$ cat src/rtl/core/kvi_pkg.sv
package kvi_pkg;

	localparam int MAX_KEYS_DEF = 64;

	localparam int KEY_CNT_W = 7;
	localparam int IDX_W     = 6;
	localparam int TIME_W    = 32;
	localparam int VAL_W     = 32;
	localparam int FRAC_W    = 32;

	// restoring divider steps and blend lane latency share one counter
	localparam int CNT_W        = $clog2(FRAC_W);
	localparam int BLEND_CYCLES = 3;

	// stream packing, lowest bit first
	localparam int KEY_INDEX_LSB  = 0;
	localparam int KEY_TIME_LSB   = KEY_INDEX_LSB + IDX_W;
	localparam int KEY_X_LSB      = KEY_TIME_LSB + TIME_W;
	localparam int KEY_Y_LSB      = KEY_X_LSB + VAL_W;
	localparam int KEY_Z_LSB      = KEY_Y_LSB + VAL_W;
	localparam int QUERY_TIME_LSB = KEY_Z_LSB + VAL_W;
	localparam int IN_FIELDS_W    = QUERY_TIME_LSB + TIME_W;
	localparam int IN_DATA_W      = ((IN_FIELDS_W + 7) / 8) * 8;
	localparam int OUT_DATA_W     = 3 * VAL_W;
	localparam int OUT_USER_W     = 2;

	localparam logic CMD_WRITE = 1'b0;
	localparam logic CMD_QUERY = 1'b1;

	typedef struct packed {
		logic [TIME_W-1:0] t;
		logic [VAL_W-1:0]  x;
		logic [VAL_W-1:0]  y;
		logic [VAL_W-1:0]  z;
	} kvi_key_t;

	typedef struct packed {
		logic             held_first;
		logic             held_last;
		logic [VAL_W-1:0] x;
		logic [VAL_W-1:0] y;
		logic [VAL_W-1:0] z;
	} kvi_res_t;

	typedef enum logic [2:0] {
		ADDR_LAST,
		ADDR_ZERO,
		ADDR_MID,
		ADDR_I0,
		ADDR_I1
	} addr_sel_t;

	typedef enum logic [1:0] {
		RES_NONE,
		RES_HOLD_LAST,
		RES_HOLD_FIRST,
		RES_BLEND
	} res_op_t;

	typedef struct packed {
		logic      load;
		logic      key_wr;
		addr_sel_t addr_sel;
		logic      search_upd;
		logic      latch_a;
		logic      latch_b;
		logic      frac_setup;
		logic      div_init;
		logic      div_step;
		res_op_t   res_op;
		logic      out_load;
	} kvi_cmd_t;

	typedef struct packed {
		logic t_ge_key;
		logic search_done;
		logic frac_trivial;
	} kvi_sts_t;

endpackage

$ cat src/rtl/core/kvi_ctrl.sv
module kvi_ctrl import kvi_pkg::*; (
	input  logic     clk,
	input  logic     arst_n,
	input  logic     s_tvalid,
	input  logic     s_tuser,
	output logic     s_tready,
	input  logic     m_tready,
	output logic     m_tvalid,
	input  kvi_sts_t sts,
	output kvi_cmd_t cmd
);

	typedef enum logic [3:0] {
		S_IDLE,
		S_CHK_LAST,
		S_CHK_FIRST,
		S_SEARCH,
		S_GET_A,
		S_GET_B,
		S_SETUP,
		S_DIV_CHK,
		S_DIV,
		S_BLEND,
		S_DONE
	} state_t;

	state_t           state_q, state_d;
	logic [CNT_W-1:0] cnt_q;
	logic             out_valid_q;
	logic             accept;

	assign s_tready = (state_q == S_IDLE);
	assign m_tvalid = out_valid_q;
	assign accept   = s_tvalid && s_tready;

	always_comb begin
		cmd          = '0;
		cmd.addr_sel = ADDR_LAST;
		cmd.res_op   = RES_NONE;
		state_d      = state_q;
		case (state_q)
			S_IDLE: begin
				if (accept) begin
					if (s_tuser == CMD_QUERY) begin
						cmd.load = 1'b1;
						state_d  = S_CHK_LAST;
					end else begin
						cmd.key_wr = 1'b1;
					end
				end
			end
			S_CHK_LAST: begin
				if (sts.t_ge_key) begin
					cmd.res_op = RES_HOLD_LAST;
					state_d    = S_DONE;
				end else begin
					cmd.addr_sel = ADDR_ZERO;
					state_d      = S_CHK_FIRST;
				end
			end
			S_CHK_FIRST: begin
				if (!sts.t_ge_key) begin
					cmd.res_op = RES_HOLD_FIRST;
					state_d    = S_DONE;
				end else if (sts.search_done) begin
					cmd.addr_sel = ADDR_I0;
					state_d      = S_GET_A;
				end else begin
					cmd.addr_sel = ADDR_MID;
					state_d      = S_SEARCH;
				end
			end
			S_SEARCH: begin
				cmd.search_upd = 1'b1;
				if (sts.search_done) begin
					cmd.addr_sel = ADDR_I0;
					state_d      = S_GET_A;
				end else begin
					cmd.addr_sel = ADDR_MID;
				end
			end
			S_GET_A: begin
				cmd.latch_a  = 1'b1;
				cmd.addr_sel = ADDR_I1;
				state_d      = S_GET_B;
			end
			S_GET_B: begin
				cmd.latch_b = 1'b1;
				state_d     = S_SETUP;
			end
			S_SETUP: begin
				cmd.frac_setup = 1'b1;
				state_d        = S_DIV_CHK;
			end
			S_DIV_CHK: begin
				cmd.div_init = 1'b1;
				state_d      = sts.frac_trivial ? S_BLEND : S_DIV;
			end
			S_DIV: begin
				cmd.div_step = 1'b1;
				if (cnt_q == CNT_W'(FRAC_W - 1)) begin
					state_d = S_BLEND;
				end
			end
			S_BLEND: begin
				// wait for the lanes to drain the new fraction
				if (cnt_q == CNT_W'(BLEND_CYCLES - 1)) begin
					cmd.res_op = RES_BLEND;
					state_d    = S_DONE;
				end
			end
			S_DONE: begin
				if (!out_valid_q || m_tready) begin
					cmd.out_load = 1'b1;
					state_d      = S_IDLE;
				end
			end
			default: begin
				state_d = S_IDLE;
			end
		endcase
	end

	always_ff @(posedge clk or negedge arst_n) begin
		if (!arst_n) begin
			state_q     <= S_IDLE;
			cnt_q       <= '0;
			out_valid_q <= 1'b0;
		end else begin
			state_q <= state_d;
			cnt_q   <= (state_d == state_q) ? cnt_q + CNT_W'(1) : '0;
			if (cmd.out_load) begin
				out_valid_q <= 1'b1;
			end else if (m_tready) begin
				out_valid_q <= 1'b0;
			end
		end
	end

	a_out_free: assert property (@(posedge clk) disable iff (!arst_n)
		cmd.out_load |-> (!out_valid_q || m_tready))
		else $error("result loaded over an untaken result");

	a_out_shown: assert property (@(posedge clk) disable iff (!arst_n)
		cmd.out_load |=> m_tvalid)
		else $error("loaded result not presented");

	a_blend_entry: assert property (@(posedge clk) disable iff (!arst_n)
		(state_q == S_BLEND && cnt_q == '0) |->
		$past(state_q == S_DIV || state_q == S_DIV_CHK))
		else $error("blend started without a fraction");

endmodule

$ cat config.mk
export PLATFORM = sky130hd
export DESIGN_NAME = kvi_ctrl
export DESIGN_NICKNAME = d
export VERILOG_FILES = /design/src/rtl/core/kvi_pkg.sv /design/src/rtl/core/kvi_ctrl.sv
export SDC_FILE = /design/constraint.sdc
export NUM_CORES = 1
export LEC_CHECK = 0
export BUFFER_PORTS_ARGS = -buffer_cell sky130_fd_sc_hd__buf_2
export CAP_MARGIN = 10
export CELL_PAD_IN_SITES_DETAIL_PLACEMENT = 1
export CELL_PAD_IN_SITES_GLOBAL_PLACEMENT = 1
export CORE_ASPECT_RATIO = 1.2
export CORE_MARGIN = 10
export CORE_UTILIZATION = 36
export DETAILED_ROUTE_END_ITERATION = 8
export PLACE_DENSITY_LB_ADDON = 0.1
export SLEW_MARGIN = 0
export SYNTH_ARGS = -nofsm -noshare
export SYNTH_HDL_FRONTEND = slang
export SYNTH_SLANG_ARGS = --single-unit
$ cat constraint.sdc
create_clock -name clk -period 1.9 [get_ports clk]
set_input_delay 0.095 -clock clk [delete_from_list [all_inputs] [get_ports clk]]
set_output_delay 0.095 -clock clk [all_outputs]
set_load 0.01 [all_outputs]
==> summary.md <==
| Metric | Value |
|---|---|
| Status | `finished, final reports clean` |
| Gr usage total | `between 10% and 20%` |
| CP max FO | `5` |
| Hold path depth | `4` |
| Fin util | `53.1%` |
| #FFs+latches synth | `10` |
| Antenna fix cells | `0` |
| Detailed Routing Iterations Pass 1 | `4` |
| Synth Net Count | `110` |
| Hpwl dp | `between 1.5 and 2 mm` |
| First-pass GRT wire length | `4.29 mm` |
| Max Transition Viols Final | `0` |
| EDFF count, synth | `0` |
| Pin count of the biggest net entering global routing | `14` |
| Reg2reg path depth | `7` |
| Port Buffers | `23` |
| Number of global-route vias before repair | `877` |
| Synth Instances | `99` |
| Most frequent cells in the layout | `buf_2, buf_4, nor2_1` |
| Min-delay src | `sts[1]` |
| Critical Path End Type | `flip-flop` |
| Post-route DRC | `0` |
| Die width | `63.7 µm` |
| Drt first-iter violations | `37` |
| Worst Path Arrival | `2.05 ns` |
| Primary FF master, synth | `dfrtp_1` |
| Share of layout cells above drive strength 1 | `a little over two fifths` |
| Post-synthesis cell type count | `36` |
| Crit start category | `flip-flop` |
| PwrDens | `roughly 1400 nW/µm²` |
| Hold endpoint | `state_q[1]$_DFF_PN0_` |
| Total Nets Final | `about 140` |
| Vias | `860` |
| Number of CTS-inserted buffers | `3` |
| DP Area | `995 µm²` |
| Gr ovfl total | `0` |
| Hold crit path type | `in2reg` |
| Fmax | `about 540 MHz` |
| Avg Cell Area, Syn | `8.34 µm²` |
| GR Util met1 | `12.4%` |
| Final hold slack | `~0.20 ns` |
| Busiest grt layer | `met2` |
| Met3 Use GR | `3.69%` |
| Setup violators final | `0` |
| Average vias per placed instance | `5.34` |
| Antenna viol nets, final | `0` |
| Area grow syn2layout | `36.1%` |
| Reg2reg setup slack | `0.05 ns` |
| Share of the synthesized area in the top cell type | `30.3%` |
| Largest cells by area after synthesis | `dfrtp_1, nor3_1, nand2b_1` |
| Critical Path RT | `2.10 ns` |
| Core area | `2120 µm²` |
| Ys async rst share | `100%` |
| Die area | `4620 µm²` |
| Clk_lat worst skew | `around 0.26 ns` |
| Clk root buf | `clkbuf_4` |
| GPL Wtd Cong | `0.830` |
| WL final | `2.52 mm` |
| Final Cycle Share | `97.6%` |
| Final Skew | `0.00655 ns` |
| Num Clock Sinks | `10` |
| Initial core utilization | `39.0%` |
| Die span in y | `72.5 µm` |
| WS Path Type | `reg2reg` |
| Met2 GRT Util | `about a fifth` |
| Slew headroom | `roughly two thirds` |
| VDD IR max | `between 0.8 and 0.9 mV` |
| Final cell area excluding filler cells | `1120 µm²` |
| Power Total | `1530 µW` |
| Reg-to-Reg Start | `cnt_q[1]$_DFF_PN0_` |
| Area leader, netlist | `dfrtp_1` |
| Max Cap Viol | `0` |
| Yosys warnings | `0` |
| Mapped Area | `826 µm²` |
| RSZ-0062 raised after global routing | `yes` |
| Reg2reg end | `cnt_q[3]$_DFF_PN0_` |
| Final Hold Viols | `0` |
| Htree depth | `1` |
| Tmin final | `1.85 ns` |
| CTS tree | `yes` |
| Antenna violations before repair | `0` |
| Boundary pin count | `24` |
| Worst Tran Pin Value | `between 0.4 and 0.5 ns` |
| P_leak | `0.000524 µW` |
| CP Launch Point | `cnt_q[1]$_DFF_PN0_` |
| Cell row count | `18` |
| Routed WL per cell | `15.7 µm` |
| Commonest non-fill, non-tap cell in the layout | `buf_2` |
| CTS max path bufs | `2` |
| CTS clk-pin slew, worst paths | `0.05 ns` |
| Register area share after synthesis | `30.3%` |
-- area by class of cell --
class                           count  area (µm²)
Multi-Input combinational cell     78         579
Inverter                            4        15.0
Sequential cell                    10         254
Timing Repair Buffer               36         215
Fill cell                         288         993
Tap cell                           30        37.5
Clock buffer                        3        22.5
-- cell usage after synthesis, types with 2 or more instances --
library cell  instances
a21oi_1               3
and2_1                4
buf_6                 3
clkbuf_1              3
dfrtp_1              10
ha_1                  3
inv_1                 4
nand2_1               8
nand2b_1              7
nor2_1               11
nor2b_1               3
nor3_1                9
nor3b_1               3
nor4_1                2
o21ai_0               4
o32ai_1               2
-- state kept, by name, indices dropped and copies added (netlist names) --
signal,cells
m_tvalid,1
cnt_q,5
state_q,4
-- critical path, stage by stage (launching register included) --
cell,delay (ns)
dfrtp_1,0.42
ha_2,0.21
and3_4,0.19
ha_4,0.15
nor3b_4,0.14
a2111o_1,0.33
mux2i_4,0.19
and2_4,0.17
-- timing repair --
item / in CTS / in global routing
setup endpoints to repair: 5 / 7
resized for setup: 4 / 14
buffers inserted: 1 / 1
pin swaps: 2 / 7
cloned: 0 / 0
hold buffers: 1 / 0
hold endpoints to repair: 10 / 0
-- kinds of logic after synthesis --
| group | synth area share, % |
|---|---|
| mux | 1.21 |
| xor+xnor | 2.12 |
| fa+ha+maj | 4.55 |
| simple gates | 37.7 |
| flops | 30.3 |
| buf+inv | 8.94 |
| compound gates | 15.2 |
-- worst max path at each step --
stage	end	slack, ns	cells past startpoint
after floorplan	cnt_q[1]$_DFF_PN0_	0.16	7
after global placement	cnt_q[3]$_DFF_PN0_	0.02	7
after detailed placement	cnt_q[4]$_DFF_PN0_	-0.03	7
after CTS	cnt_q[4]$_DFF_PN0_	0.0005	7
after global routing	cmd[2]	-0.09	8
final	cnt_q[3]$_DFF_PN0_	0.05	7
-- routing by layer --
metal  up-vias  share of wire, %
met1       428                43
li1        417                 -
met5         -                 0
met3         2               3.1
met4         0              0.71
met2        13                53
-- stage by stage --
stage	setup TNS, ns	worst slack, ns	instances
2_1_floorplan	0	0.159	99
3_3_place_gp	0	0.0190	155
3_5_place_dp	-0.128	-0.0335	155
4_1_cts	0	0.000519	160
5_1_grt	-0.345	-0.0904	161
6_report	0	0.0453	161
-- where the power goes --
group | leakage, µW | internal (µW) | switching, µW
clock | 0.0000138 | 72.7 | 64.4
combinational | 0.000381 | 480 | 484
sequential | 0.000129 | 286 | 144
total | 0.000524 | 839 | 693
(Power assumes the default switching activity.)
